[src/rtl/base64_stream_decoder_unit_macros.svh]
// ----------------------------------------------------------------------------
// Assertion macros for the base64 stream decoder unit
// Concurrent checks that compile away when SYNTH is defined.
// ----------------------------------------------------------------------------
`ifndef BASE64_STREAM_DECODER_UNIT_MACROS_SVH
`define BASE64_STREAM_DECODER_UNIT_MACROS_SVH

`ifndef SYNTH

// The consequent must hold in the same cycle as the antecedent.
`define B64D_ASSERT_SAME(lbl, clk, rst, ante, cons) \
   lbl: assert property (@(posedge clk) disable iff (rst) (ante) |-> (cons)) \
      else $error("b64d: same-cycle check failed");

// The consequent must hold in the cycle after the antecedent.
`define B64D_ASSERT_NEXT(lbl, clk, rst, ante, cons) \
   lbl: assert property (@(posedge clk) disable iff (rst) (ante) |=> (cons)) \
      else $error("b64d: next-cycle check failed");

`else

`define B64D_ASSERT_SAME(lbl, clk, rst, ante, cons)
`define B64D_ASSERT_NEXT(lbl, clk, rst, ante, cons)

`endif

`endif

[src/rtl/b64d_pkg.sv]
// ----------------------------------------------------------------------------
// Base64 decoder package
// Character constants and the alphabet lookup shared by the decoder.
// ----------------------------------------------------------------------------
`default_nettype none

package b64d_pkg;

   // Padding character '='.
   localparam logic [7:0] PAD_CHAR = 8'h3D;

   // Largest number of results that one item can cause.
   localparam int unsigned MAX_RESULTS = 4;

   // Result of an alphabet lookup.
   typedef struct packed {
      logic       ok;
      logic [5:0] val;
   } sextet_type;

   // Maps one character to its sextet value; ok is low outside the alphabet.
   function automatic sextet_type sextet_of(input logic [7:0] c);
      sextet_type r;
      r.ok  = 1'b1;
      r.val = 6'd0;
      if (c >= 8'h41 && c <= 8'h5A) begin
         r.val = 6'(c - 8'h41);
      end else if (c >= 8'h61 && c <= 8'h7A) begin
         r.val = 6'(c - 8'h61 + 8'd26);
      end else if (c >= 8'h30 && c <= 8'h39) begin
         r.val = 6'(c - 8'h30 + 8'd52);
      end else if (c == 8'h2B) begin
         r.val = 6'd62;
      end else if (c == 8'h2F) begin
         r.val = 6'd63;
      end else begin
         r.ok = 1'b0;
      end
      return r;
   endfunction

endpackage

`default_nettype wire

[src/rtl/base64_stream_decoder_unit.sv]
// ----------------------------------------------------------------------------
// Base64 stream decoder unit
// Decodes one base64 character per item and emits data bytes and a status.
// ----------------------------------------------------------------------------
// Usage:
//   The req_ channel carries one character per item; req_end_of_text marks
//   the last character of a string. The rsp_ channel carries data bytes as
//   each 4-character group completes (3, 2 or 1 bytes), and the item marked
//   end of text adds a status result with rsp_decode_ok. rsp_last_of_run
//   flags the last result that an item causes.
//   The first result of an item appears in the cycle after it is accepted,
//   and the item holds the result register until its results have left; the
//   next item is accepted in the cycle that the last of them leaves, so
//   characters that cause at most one result flow at one item per cycle
//   while the receiver does not stall.
//   When the receiver stalls, the pending results hold and req_stall stays
//   high as long as any result is held.
//   Reset clears the group state and drops any pending results. After the
//   item marked end of text the decoder returns to its reset state.
// ----------------------------------------------------------------------------
`default_nettype none
`include "base64_stream_decoder_unit_macros.svh"

module base64_stream_decoder_unit (
   input  wire logic       clock,
   input  wire logic       reset,
   input  wire logic       req_valid,
   output logic            req_stall,
   input  wire logic [7:0] req_char_in,
   input  wire logic       req_end_of_text,
   output logic            rsp_valid,
   input  wire logic       rsp_stall,
   output logic [7:0]      rsp_out_byte,
   output logic            rsp_is_status,
   output logic            rsp_decode_ok,
   output logic            rsp_last_of_run
);
   import b64d_pkg::*;

   localparam int unsigned CNT_W = $clog2(MAX_RESULTS + 1);

   // Group state.
   logic [1:0]  pos_ff, pos_in;
   logic [17:0] buf_ff, buf_in;
   logic        pat_ff, pat_in;
   logic        fin_ff, fin_in;
   logic        err_ff, err_in;

   // Pending results of the last item.
   logic [CNT_W-1:0] cnt_ff, cnt_in;
   logic [23:0]      word_ff, word_in;
   logic             stat_ff, stat_in;
   logic             ok_ff, ok_in;

   logic             accept;
   logic             pop;
   sextet_type       sx;
   logic             is_pad;
   logic [1:0]       ndata;
   logic [23:0]      bytes;
   logic [23:0]      full_word;

   // Handshake: accept when the result register is empty or drains now.
   assign rsp_valid = (cnt_ff != '0);
   assign pop       = rsp_valid && !rsp_stall;
   assign req_stall = (cnt_ff > CNT_W'(1)) || ((cnt_ff == CNT_W'(1)) && rsp_stall);
   assign accept    = req_valid && !req_stall;

   // Character classification.
   assign sx        = sextet_of(req_char_in);
   assign is_pad    = (req_char_in == PAD_CHAR);
   assign full_word = {buf_ff, sx.val};

   // Next group state and the bytes that the item yields.
   always_comb begin
      pos_in = pos_ff + 2'd1;
      buf_in = buf_ff;
      pat_in = pat_ff;
      fin_in = fin_ff;
      err_in = err_ff;
      ndata  = 2'd0;
      bytes  = 24'd0;
      if (!fin_ff && !err_ff) begin
         case (pos_ff)
            2'd0, 2'd1: begin
               if (pos_ff == 2'd0) begin
                  buf_in = 18'd0;
               end
               if (is_pad || !sx.ok) begin
                  err_in = 1'b1;
               end else if (pos_ff == 2'd0) begin
                  buf_in = {12'd0, sx.val};
               end else begin
                  buf_in = {buf_ff[11:0], sx.val};
               end
            end
            2'd2: begin
               if (is_pad) begin
                  pat_in = 1'b1;
               end else if (!sx.ok) begin
                  err_in = 1'b1;
               end else begin
                  buf_in = {buf_ff[11:0], sx.val};
               end
            end
            default: begin
               // Fourth character closes the group.
               if (pat_ff) begin
                  ndata  = 2'd1;
                  bytes  = {buf_ff[11:4], 16'd0};
                  fin_in = 1'b1;
               end else if (is_pad) begin
                  ndata  = 2'd2;
                  bytes  = {buf_ff[17:10], buf_ff[9:2], 8'd0};
                  fin_in = 1'b1;
               end else if (!sx.ok) begin
                  err_in = 1'b1;
               end else begin
                  ndata  = 2'd3;
                  bytes  = full_word;
               end
               pat_in = 1'b0;
               buf_in = 18'd0;
            end
         endcase
      end
      // Status result; the decoder then returns to its reset state.
      ok_in = !err_in && (pos_in == 2'd0);
      if (req_end_of_text) begin
         pos_in = 2'd0;
         buf_in = 18'd0;
         pat_in = 1'b0;
         fin_in = 1'b0;
         err_in = 1'b0;
      end
   end

   // Result register loads on accept and shifts out one byte per pop.
   always_comb begin
      cnt_in  = cnt_ff;
      word_in = word_ff;
      stat_in = stat_ff;
      if (accept) begin
         cnt_in  = CNT_W'(ndata) + CNT_W'(req_end_of_text);
         word_in = bytes;
         stat_in = req_end_of_text;
      end else if (pop) begin
         cnt_in  = cnt_ff - CNT_W'(1);
         word_in = {word_ff[15:0], 8'd0};
      end
   end

   // Control state.
   always_ff @(posedge clock) begin
      if (reset) begin
         pos_ff <= 2'd0;
         buf_ff <= 18'd0;
         pat_ff <= 1'b0;
         fin_ff <= 1'b0;
         err_ff <= 1'b0;
         cnt_ff <= '0;
      end else begin
         if (accept) begin
            pos_ff <= pos_in;
            buf_ff <= buf_in;
            pat_ff <= pat_in;
            fin_ff <= fin_in;
            err_ff <= err_in;
         end
         cnt_ff <= cnt_in;
      end
   end

   // Result payload.
   always_ff @(posedge clock) begin
      word_ff <= word_in;
      stat_ff <= stat_in;
      if (accept) begin
         ok_ff <= ok_in;
      end
   end

   // Output view of the head result.
   assign rsp_is_status   = stat_ff && (cnt_ff == CNT_W'(1));
   assign rsp_out_byte    = rsp_is_status ? 8'd0 : word_ff[23:16];
   assign rsp_decode_ok   = rsp_is_status && ok_ff;
   assign rsp_last_of_run = (cnt_ff == CNT_W'(1));

   // Checks.
   `B64D_ASSERT_SAME(a_cnt_max, clock, reset, 1'b1, cnt_ff <= CNT_W'(MAX_RESULTS))
   `B64D_ASSERT_SAME(a_accept_room, clock, reset, accept, cnt_ff <= CNT_W'(1))
   `B64D_ASSERT_NEXT(a_eot_clears, clock, reset, accept && req_end_of_text,
                     pos_ff == 2'd0 && !err_ff && !fin_ff && !pat_ff)
   `B64D_ASSERT_SAME(a_status_last, clock, reset, rsp_valid && rsp_is_status,
                     rsp_last_of_run)
   `B64D_ASSERT_SAME(a_fin_err_excl, clock, reset, 1'b1, !(fin_ff && err_ff))

endmodule

`default_nettype wire
[config.mk]
export PLATFORM = sky130hd
export DESIGN_NAME = base64_stream_decoder_unit
export DESIGN_NICKNAME = d
export VERILOG_FILES = /design/src/rtl/b64d_pkg.sv /design/src/rtl/base64_stream_decoder_unit.sv
export VERILOG_INCLUDE_DIRS = /design/src /design/src/rtl
export SDC_FILE = /design/constraint.sdc
export NUM_CORES = 1
export LEC_CHECK = 0
export ABC_AREA = 1
export BUFFER_PORTS_ARGS = -buffer_cell sky130_fd_sc_hd__buf_2
export CORE_ASPECT_RATIO = 0.7
export CORE_MARGIN = 4
export CORE_UTILIZATION = 30
export DETAILED_ROUTE_END_ITERATION = 10
export HOLD_SLACK_MARGIN = 0.1
export PLACE_DENSITY_LB_ADDON = 0.05
export SYNTH_ARGS = -nofsm -noshare
export SYNTH_HDL_FRONTEND = slang
export SYNTH_SLANG_ARGS = --single-unit
[constraint.sdc]
create_clock -name clock -period 2.8 [get_ports clock]
set_clock_uncertainty 0.15 [all_clocks]
set_input_delay 0.14 -clock clock [delete_from_list [all_inputs] [get_ports clock]]
set_output_delay 0.14 -clock clock [all_outputs]
set_load 0.005 [all_outputs]
# After elaboration in Yosys (flattened, before gate mapping)
# Cells that the tools add are included.
[word_totals]
reg_bits = 52
input_bits = 13
output_inout_bits = 13
elab_cells = 114
[op_classes]
n_eq_ne = 12
muxes = 49
reduce_logical = 29
n_addsub = 8
n_lt_le_gt_ge = 7
[ops]
columns = ["operator", "n"]
rows = [
  ["$mux 24", 7],
  ["$mux 18", 7],
  ["$pmux 18 s2", 1],
  ["$mux 6", 5],
  ["$eq 8x6->1 const B", 3],
  ["$mux 1", 18],
  ["$ge 8x7->1 const B", 2],
  ["$le 8x7->1 const B", 2],
  ["$mux 2", 6],
  ["$sub 6x6->6 const B", 2],
  ["$logic_and 1x1->1", 10],
  ["$ne 3x3->1 const B", 3],
  ["$ge 8x6->1 const B", 1],
  ["$le 8x6->1 const B", 1],
  ["$mux 8", 1],
  ["$reduce_and 4->1", 2],
  ["$add 6x5->6 const B", 1],
  ["$add 6x6->6 const B", 1],
  ["$logic_not 1->1", 6],
  ["$mux 3", 2],
  ["$reduce_bool 3->1", 2],
  ["$sub 6x1->6 const B", 1],
  ["$reduce_and 5->1", 1],
  ["$logic_not 2->1", 2],
  ["15 further kinds", 18],
]

# Logic depth before layout (Yosys ltp)
# Gate-level depths: netlist of the first run.
[depth]
ltp_word = 13
mapped_depth = 16
depth_no_buf = 16

# Worst setup path before layout of the first run
# Ideal clock, no wire load.
[synth_path]
kind = "reg-to-reg"
from = "register cnt_ff[1]"
to = "register word_ff[0], enable pin"
arrival_time_ps = 1779
t_required_ps = 2271
setup_slack_ps = 493
path_stages_with_launch = 11
period_less_slack_ps = 2307
path_buffers = 0
setup_ps = 379
path_cell_list = "dfxtp_1 inv_1 ha_1 inv_1 nor2_2 inv_1 o21ai_2 nand2_1 inv_1 nor2_1 inv_1"
[synth_between]
elab_chain_cells = 6
elab_cells_between_ends = 9
classes_between = "order compare: 1; eq/ne: 1; reduce/logical: 7"
[synth_rtl]
columns = ["item", "line", "rtl"]
rows = [
  ["start: declaration", "base64_stream_decoder_unit.sv:50", "logic [CNT_W-1:0] cnt_ff, cnt_in;"],
  ["start signal: assignment", "base64_stream_decoder_unit.sv:170", "cnt_ff <= cnt_in;"],
  ["$eq 3x1->1", "-", ""],
  ["via rsp_last_of_run", "base64_stream_decoder_unit.sv:36", "output logic rsp_last_of_run"],
  ["$logic_and 1x1->1", "base64_stream_decoder_unit.sv:66", "assign req_stall = (cnt_ff > CNT_W'(1)) || ((cnt_ff == CNT_W'(1)) && rsp_stall);"],
  ["$logic_or 1x1->1", "base64_stream_decoder_unit.sv:66", ""],
  ["$logic_not 1->1", "base64_stream_decoder_unit.sv:67", "assign accept = req_valid && !req_stall;"],
  ["$logic_and 1x1->1", "base64_stream_decoder_unit.sv:67", ""],
  ["$reduce_bool 2->1 (no source line)", "-", ""],
  ["end signal: assignment", "base64_stream_decoder_unit.sv:176", "word_ff <= word_in;"],
  ["end: declaration", "base64_stream_decoder_unit.sv:51", "logic [23:0] word_ff, word_in;"],
]
# The timed path passes the listed nets, and every way through them passes these cells.
# A chain may end at the register's enable or synchronous reset.

# Worst setup path in the final report of the first run
[layout_path]
from = "register cnt_ff[1]"
to = "register word_ff[5] (data pin)"
[layout_between]
elab_chain_cells = 6
elab_cells_between_ends = 7
classes_between = "order compare: 1; eq/ne: 1; mux: 1; reduce/logical: 4"
[layout_rtl]
columns = ["item", "line", "rtl"]
rows = [
  ["parallel branches: the longest is 2 deep, another holds $gt 3x1->1", "-", ""],
  ["$logic_or 1x1->1 (*)", "base64_stream_decoder_unit.sv:66", ""],
  ["$logic_not 1->1 (*)", "base64_stream_decoder_unit.sv:67", ""],
  ["$logic_and 1x1->1 (*)", "base64_stream_decoder_unit.sv:67", ""],
  ["$mux 24 (*)", "base64_stream_decoder_unit.sv:143", "if (accept) begin"],
]
# Every way passes the cells marked *.

==> results of run 1 <==
## what timing repair did
| item | in CTS | in global routing |
|---|---|---|
| endpoints found under the hold margin | 1 | 0 |
| buffers inserted | 0 | 0 |
| hold buffers | 1 | 0 |
## metal layers
layer,up-vias,global-route usage,part of all wire
met3,6,0.0232,0.036
met5,-,0,0
met4,0,0.0364,0.011
met1,1312,0.203,0.54
met2,54,0.188,0.41
li1,1481,-,-
## flip-flops by register name, indices dropped and copies added (netlist names)
register	count
word_ff	24
pos_ff	2
buf_ff	18
fin_ff	1
pat_ff	1
cnt_ff	3
stat_ff	1
err_ff	1
ok_ff	1
## cells by family (layout without fill, tap and decap cells)
family,after synthesis,count (layout),share of synthesized area
buffers and inverters,75,106,0.0922
XOR/XNOR,11,11,0.0278
flip-flops,52,52,0.376
AO/OA/AOI/OAI,84,84,0.150
adder cells (fa/ha/maj),19,19,0.0687
AND/OR/NAND/NOR,195,195,0.285
## worst max-delay path, stage by stage (launching register included)
cell and delay [ns]:
dfxtp_1 0.31, inv_1 0.12, ha_1 0.16, inv_1 0.05, nor2_2 0.11, inv_1 0.06, o21ai_2 0.12, nand2_1 0.22
nor4_1 0.26, nand4_1 0.43, a21oi_1 0.27
## cell type report
cell class	count	area, sq um	share of cell area
Sequential cell	52	1300	0.331
Timing Repair Buffer	35	215	0.0548
Multi-Input combinational cell	309	1840	0.468
Clock inverter	2	16.3	0.00414
Clock buffer	6	129	0.0328
Tap cell	153	191	0.0487
Inverter	63	236	0.0602
## synthesized netlist by cell type, drive strengths merged
cell     n
nand4    3
inv     63
o21ai   35
nand2   96
dfxtp   26
o211ai   6
nor4     1
ha      19
o31ai    1
nand3   38
edfxtp  26
nand3b   4
a21oi   40
nor3     3
o21bai   1
buf      6
clkbuf   6
a221oi   1
nor2    50
xor2    10
xnor2    1
## through the flow
step,hold slack [ns],cell area [sq um],cells
finish,0.142,3930,620
global route,0.172,3930,620
CTS,0.135,3930,620
detailed placement,0.298,3770,611
global placement,0.286,3770,611
floorplan,0.0591,3460,436
## worst paths after layout
kind / startpoint / cells past startpoint / endpoint
worst max-delay path: cnt_ff[1] / 10 / word_ff[5]
worst min-delay path: rsp_stall / 4 / cnt_ff[0]
worst max register to register: cnt_ff[1] / 10 / word_ff[5]
worst min register to register: buf_ff[5] / 2 / buf_ff[5]
## power breakdown
part	switching, mW	internal [mW]
clock network	0.292	0.334
registers	0.0748	1.11
logic	0.846	0.448
total	1.21	1.89
## cells in the final DEF (no fill, tap or decap)
cell / count
nand2_1: 89
inv_1: 57
nor2_1: 43
dfxtp_1: 26
edfxtp_1: 26
a21oi_1: 25
buf_2: 25
o21ai_0: 24
nand3_1: 22
ha_1: 19
nand3_2: 14
a21oi_2: 13
o21ai_1: 10
xor2_1: 10
buf_4: 8
inv_2: 6
o211ai_1: 6
clkbuf_16: 5
nor2_2: 4
nand3b_1: 4
nand2_4: 4
nand4_1: 3
nand2_2: 3
nor3_1: 2
nand3_4: 2
nor2_4: 2
a21oi_4: 2
o21ai_2: 1
nor3_2: 1
nor2_8: 1
o31ai_1: 1
nor4_1: 1
o21bai_1: 1
xnor2_1: 1
a221oi_1: 1
clkinvlp_4: 1
clkinv_4: 1
clkbuf_1: 1
dlygate4sd3_1: 1
buf_12: 1
==> results by group, run 1 <==
STA
  • Final hold violations: 0
  • Final worst-path cycle share: 0.866
  • Worst setup margin: 0.374 ns
  • Fmax achieved: between 400 and 500 MHz
  • Slew HR: 0.686
  • Slew @ Worst Pin: around 0.47 ns
  • Min Tclk post-route: 2.43 ns
  • Final setup fails: 0
  • RSZ-0062 raised after global routing: false
  • Final setup TNS: 0 ns
  • Slew Viols, Final: 0

Final layout
  • Final core utilization: 0.353
  • Layout Area Growth over Synthesis: 13.6%
  • Layout cells sized above 1: 0.201
  • Fillers: 1197
  • Antenna diode count: 0
  • Fin nets: between 400 and 500

Synth
  • Syn Area/Cell: 7.94 sq um
  • Netlist cell types: 37
  • Seq/Total Area, Yosys: 0.376
  • Mapped Cells: 436
  • Total number of yosys warnings: 0
  • Post-Syn Area: approximately 3500 sq um
  • Yosys top cell by area: edfxtp_1
  • Synth top area share: 0.226
  • Seq cells post-synth: 52
  • Ranking of synthesized cells by area: edfxtp_1, dfxtp_1, nand2_1, ha_1, inv_1
  • Post-Syn Nets: between 400 and 500

GRT
  • Vias in the first global route: 2654
  • Initial antenna violation count: 0
  • First-pass GRT wire length: 14.0 mm
  • Pin count of the biggest net entering global routing: 25
  • Total GRT Usage: 0.132
  • GRT Residual Overflow: 0

Route
  • Vias per std cell: roughly 4.6
  • Via Count: 2853
  • WL final: approximately 8.5 mm
  • 1st-pass router iterations: 4
  • Drt wl/cell: 13.8 microns
  • Routed Antenna Nets: 0
  • Starting DRT DRC Count: 202
  • Residual DRC count: 0

Critical path
  • Worst Path Required: 2.78 ns
  • Worst reg2reg setup slack: around 0.37 ns
  • Critical Path End Type: flop
  • CP max FO: 8
  • Crit path arrival time: 2.41 ns
  • Worst setup SP type: flop
  • CP Class: flop to flop

Min path
  • Hold Crit Class: input port to flop

CTS
  • CTS Buf Count: 5
  • CTS H-tree depth: 2
  • CTS Buffer Depth: 2
  • Clock root buffer: clkbuf_16
  • Clock sink count: 52
  • Clock transition at path regs: around 0.070 ns
  • Resize count post-CTS: 0
  • Worst-skew pair later-pin latency: 0.29 ns
  • TritonCTS clock tree: yes

Power
  • Power per cell area: 790 nW/um^2
  • VDD IR max: 0.409 mV
  • Power Total: 3.11 mW
  • Leakage: around 1.6 nW

Outcome
  • Status: finished, final reports clean

Placement
  • HPWL after detailed placement: 6.10 mm
  • DP Worst Slack: 0.179 ns
  • Gpl congestion: 0.869
  • IO Port Bufs: 25

Floorplan
  • Row cnt: 32
  • I/O Pins: 26
  • Die Ht: 97.9 microns
  • CORE AREA: 11100 sq um
  • Die X-Extent: 136 microns
  • Initial cell density of the core: 0.311
  • Die Area: 13300 sq um

Flow run
  • Max-cap violations: 0
Note: power is estimated with default switching activity, not from simulation.
==> inputs of run 2 (changes only) <==
--- a/config.mk
+++ b/config.mk
@@ -13,7 +13,7 @@
 export CORE_UTILIZATION = 30
 export DETAILED_ROUTE_END_ITERATION = 10
 export HOLD_SLACK_MARGIN = 0.1
-export PLACE_DENSITY_LB_ADDON = 0.05
+export PLACE_DENSITY = 0.46
 export SYNTH_ARGS = -nofsm -noshare
 export SYNTH_HDL_FRONTEND = slang
 export SYNTH_SLANG_ARGS = --single-unit
==> constraint.sdc (replaced) <==
create_clock -name clock -period 2.8 [get_ports clock]
set_clock_uncertainty 0.15 [all_clocks]
set_input_delay 0.28 -clock clock [delete_from_list [all_inputs] [get_ports clock]]
set_output_delay 0.28 -clock clock [all_outputs]
set_load 0.005 [all_outputs]
==> results by group, run 2 (synthesis gave the netlist of run 1 again) <==
GRT
  • Pin count of the biggest net entering global routing: 25
  • Met3 Use GR: 0.0185
  • GRT Residual Overflow: 0
  • Initial antenna violation count: 0
  • Met1 usage: 0.178
  • Total GRT Usage: 0.124
  • GR peak layer: met2
  • Met2 Resource Use GR: 0.198
  • Vias in the first global route: 2749
  • First-pass GRT wire length: ~14 mm

Final layout
  • Fin area: 3940 sq um
  • Commonest non-fill, non-tap cell in the layout: nand2_1
  • Fin nets: 499
  • Largest register FFs: 24
  • Antenna diode count: 0
  • Layout cells sized above 1: 0.207
  • Biggest register: word_ff
  • Highest-count cells in the layout ignoring fill and taps: nand2_1, inv_1, nor2_1
  • Largest registers: word_ff (24), buf_ff (18), cnt_ff (3)
  • Layout Area Growth over Synthesis: 13.7%

STA
  • Min Tclk post-route: approximately 2.4 ns
  • Fmax achieved: 408 MHz
  • Slew @ Worst Pin: between 0.4 and 0.5 ns
  • Worst setup margin: between 0.3 and 0.4 ns
  • Final hold violations: 0
  • Final worst-path cycle share: 0.875
  • Slew Viols, Final: 0
  • RSZ-0062 raised after global routing: false
  • Slew HR: 0.732
  • Final setup TNS: 0 ns
  • Final setup fails: 0
  • WHS: 0.126 ns

CTS
  • TritonCTS clock tree: yes
  • CTS Buffer Depth: 2
  • Clock sink count: 52
  • Hold-fix buffers, CTS: 0
  • Worst-skew pair later-pin latency: approximately 0.29 ns
  • Clock transition at path regs: 0.07 ns
  • CTS H-tree depth: 2
  • Setup bufs post-CTS: 0
  • CTS Buf Count: 5
  • Clock root buffer: clkbuf_16
  • Resize count post-CTS: 0

Critical path
  • Crit path arrival time: 2.47 ns
  • CP Class: input port to flop
  • CP max FO: 6
  • Worst setup SP type: input port
  • Critical Path End Type: flop
  • Worst Path Required: 2.82 ns

Min path
  • Hold Crit Class: input port to flop

Power
  • Power per cell area: between 700 and 800 nW/um^2
  • Leakage: about 1.6 nW
  • VDD IR max: between 0.5 and 0.6 mV

Placement
  • IO Port Bufs: 25
  • HPWL after detailed placement: 5.90 mm
  • DP Area: 3790 sq um
  • DP Worst Slack: 0.0339 ns
  • Gpl congestion: 0.842

Floorplan
  • I/O Pins: 26
  • Die X-Extent: around 140 microns
  • Die Ht: between 90 and 100 microns
  • Initial cell density of the core: 0.311
  • Row cnt: 32
  • CORE AREA: roughly 11000 sq um
  • Die Area: 13300 sq um

Route
  • Starting DRT DRC Count: 87
  • Routed Antenna Nets: 0
  • Residual DRC count: 0
  • 1st-pass router iterations: 4
  • Drt wl/cell: 13.1 microns
  • Via Count: 2803
  • Vias per std cell: roughly 4.5
  • WL final: 8.17 mm

Outcome
  • Status: finished, final reports clean

Flow run
  • Max-cap violations: 0
==> run 2: cell types whose count changed in the layout (fill, tap and decap cells not counted), sizes merged <==
cell and delta:
buf +2, clkbuf -1, dlygate4sd3 -1, inv +1
==> run 2: where the power goes <==
part | internal [mW] | switching, mW
Sequential | 1.11 | 0.0698
Combinational | 0.448 | 0.826
Clock | 0.333 | 0.279
==> run 2: worst max-delay path: stages <==
cell and delay (ns):
buf_2 0.14, inv_1 0.16, ha_1 0.29, nand2_1 0.08
nand3_1 0.07, nand2_1 0.11, a21oi_2 0.23, nand3_4 0.12
nand2_4 0.11, a21oi_1 0.07, ha_1 0.19, ha_1 0.27
a221oi_1 0.27, nor2_1 0.06
==> run 2: metrics by stage <==
stage	utilization	total power, mW	cells
3_5_place_dp	0.340	2.50	613
5_1_grt	0.354	3.31	621
2_1_floorplan	-	2.07	436
6_report	0.354	3.07	621
3_3_place_gp	0.340	2.49	613
4_1_cts	0.354	3.12	621
==> run 2: layout make-up <==
cell class / count / area [sq um]
inverter: 63 / 236
tap: 153 / 191
clock buffer: 5 / 125
sequential: 52 / 1300
fill: 1210 / 7190
multi-input combinational: 309 / 1840
clock inverter: 3 / 21.3
timing repair buffer: 36 / 220
==> run 2: worst paths after layout <==
kind,end,from,depth (start not counted),slack (ns)
setup reg to reg,word_ff[2],cnt_ff[1],10,0.42
hold / removal,stat_ff,req_end_of_text,1,0.13
setup / recovery,cnt_ff[1],req_char_in[2],14,0.35
hold reg to reg,buf_ff[8],buf_ff[8],2,0.32
==> run 2: layer usage <==
layer / share of wire / routed length [microns] / vias up
met1: 0.53 / 4330 / 1263
met4: 0.0070 / 57 / 0
met2: 0.42 / 3470 / 54
met5: 0 / 0 / -
met3: 0.038 / 314 / 6
li1: - / - / 1480
==> inputs of run 3 (changes only) <==
--- a/config.mk
+++ b/config.mk
@@ -8,7 +8,6 @@
 export LEC_CHECK = 0
 export ABC_AREA = 1
 export BUFFER_PORTS_ARGS = -buffer_cell sky130_fd_sc_hd__buf_2
-export CORE_ASPECT_RATIO = 0.7
 export CORE_MARGIN = 4
 export CORE_UTILIZATION = 30
 export DETAILED_ROUTE_END_ITERATION = 10
==> results by group, run 3 (synthesis gave the netlist of run 1 again) <==
Final layout
  • Commonest non-fill, non-tap cell in the layout: nand2_1
  • Layout Area Growth over Synthesis: 12.8%
  • FF/Latch Area: ~1300 sq um
  • Antenna diode count: 0
  • Highest-count cells in the layout ignoring fill and taps: nand2_1, inv_1, nor2_1
  • Layout cells sized above 1: 0.204
  • Largest register FFs: 24
  • Biggest register: word_ff
  • Footprint of the multi-input gates: 1840 sq um
  • Fin nets: 497
  • Largest registers: word_ff (24), buf_ff (18), cnt_ff (3)
  • Fillers: between 1k and 1.5k

Floorplan
  • Die X-Extent: 115 microns
  • Initial cell density of the core: 0.312
  • Row cnt: 38
  • I/O Pins: 26
  • CORE AREA: 11100 sq um
  • Die Area: 13300 sq um
  • Die Ht: between 100 and 150 microns

Placement
  • IO Port Bufs: 25
  • HPWL after detailed placement: between 5 and 6 mm
  • Gpl congestion: 0.860
  • DP Worst Slack: 0.0444 ns

STA
  • Fmax achieved: 409 MHz
  • Final setup fails: 0
  • Final worst-path cycle share: 0.874
  • Final setup TNS: 0 ns
  • Min Tclk post-route: 2.45 ns
  • Slew @ Worst Pin: 0.421 ns
  • Worst setup margin: 0.353 ns
  • Final hold violations: 0
  • Slew HR: 0.716
  • Slew Viols, Final: 0
  • RSZ-0062 raised after global routing: false

Route
  • WL final: ~8.0 mm
  • Starting DRT DRC Count: about 150
  • DRT met1 WL: 3.83 mm
  • Via Count: 2856
  • DR WL met2: 3.77 mm
  • Residual DRC count: 0
  • Uppermost layer routed: met4
  • Routed met3 length: 275 microns
  • Vias per std cell: 4.71
  • Drt wl/cell: 13.1 microns
  • 1st-pass router iterations: 4
  • Routed Antenna Nets: 0

Min path
  • Hold EP: stat_ff
  • Hold Crit Class: input port to flop
  • Hold path depth: 1
  • Hold Crit Start: req_end_of_text

Critical path
  • Reg2reg path depth: 12
  • Worst Path Required: around 2.8 ns
  • Cells along the critical path: buf_2, inv_1, ha_1, nand2_1, nand3_1, nand2_1, a21oi_2, nand3_4, nand2_4, a21oi_1, ha_1, ha_1, a221oi_1, nor2_1
  • CP Class: input port to flop
  • Slowest CP cell: ha_1
  • Critical Path End Type: flop
  • Worst setup SP type: input port
  • CP max FO: 6
  • Crit path arrival time: around 2.5 ns
  • CP max stage delay: approximately 0.29 ns
  • RR Startpoint: cnt_ff[1]
  • RR Endpoint: buf_ff[4]
  • Cell mode on critical path: ha_1
  • Worst reg2reg setup slack: approximately 0.43 ns

Power
  • Leakage: 1.57 nW
  • Power per cell area: 783 nW/um^2
  • VDD IR max: 0.552 mV

CTS
  • CTS Buffer Depth: 2
  • CTS H-tree depth: 2
  • CTS Buf Count: 5
  • Hold-fix buffers, CTS: 0
  • TritonCTS clock tree: yes
  • Clock transition at path regs: 0.07 ns
  • Worst-skew pair later-pin latency: 0.29 ns
  • Clock root buffer: clkbuf_16
  • Clock sink count: 52
  • Setup bufs post-CTS: 0
  • Resize count post-CTS: 0

GRT
  • Vias in the first global route: 2743
  • GRT Residual Overflow: 0
  • Pin count of the biggest net entering global routing: 25
  • Initial antenna violation count: 0
  • First-pass GRT wire length: 13.6 mm
  • Total GRT Usage: 0.128

Outcome
  • Status: finished, final reports clean

Flow run
  • Max-cap violations: 0
run 3: cell count changes in the layout (fill, tap and decap cells not counted):
cell,delta
buf_4,-2
run 3: how the worst max path moves through the flow:
stage	from	to	slack (ns)	cells past startpoint
floorplan	req_char_in[3]	cnt_ff[1]	0.45	15
global placement	req_char_in[2]	cnt_ff[1]	0.04	14
detailed placement	req_char_in[2]	cnt_ff[1]	0.04	14
CTS	req_char_in[2]	cnt_ff[1]	0.35	14
global route	cnt_ff[1]	word_ff[5]	0.07	10
finish	req_char_in[2]	cnt_ff[1]	0.35	14
run 3: power by group:
| part | switching (mW) | internal [mW] | leakage, nW |
|---|---|---|---|
| logic | 0.824 | 0.438 | 1.03 |
| clock network | 0.281 | 0.333 | 0.0702 |
| registers | 0.0701 | 1.11 | 0.469 |
| total | 1.18 | 1.88 | 1.57 |
run 3: critical path: cells and delay by family:
| family | cells | cell delay [ns] |
|---|---|---|
| compound gates | 3 | 0.58 |
| buf+inv | 2 | 0.30 |
| fa+ha+maj | 3 | 0.75 |
| simple gates | 6 | 0.55 |
run 3: final cells by class:
| type | instances | area share |
|---|---|---|
| clock inverter | 3 | 0.00545 |
| sequential | 52 | 0.333 |
| tap | 140 | 0.0449 |
| clock buffer | 5 | 0.0320 |
| timing repair buffer | 34 | 0.0525 |
| inverter | 63 | 0.0606 |
| multi-input combinational | 309 | 0.471 |
run 3: layer usage:
layer | GRT usage | vias up
met5 | 0 | -
met4 | 0.0407 | 0
met3 | 0.0158 | 6
met2 | 0.215 | 64
met1 | 0.170 | 1305
li1 | - | 1481
run 3: metrics by stage:
step	cells	hold slack, ns	total power, mW	util	area, sq um
after CTS	606	0.122	3.10	0.352	3910
after global routing	606	0.144	3.30	0.352	3910
after global placement	598	0.304	2.48	0.339	3760
after detailed placement	598	0.306	2.48	0.339	3760
final	606	0.131	3.06	0.352	3910
after floorplan	436	0.199	2.07	-	3460
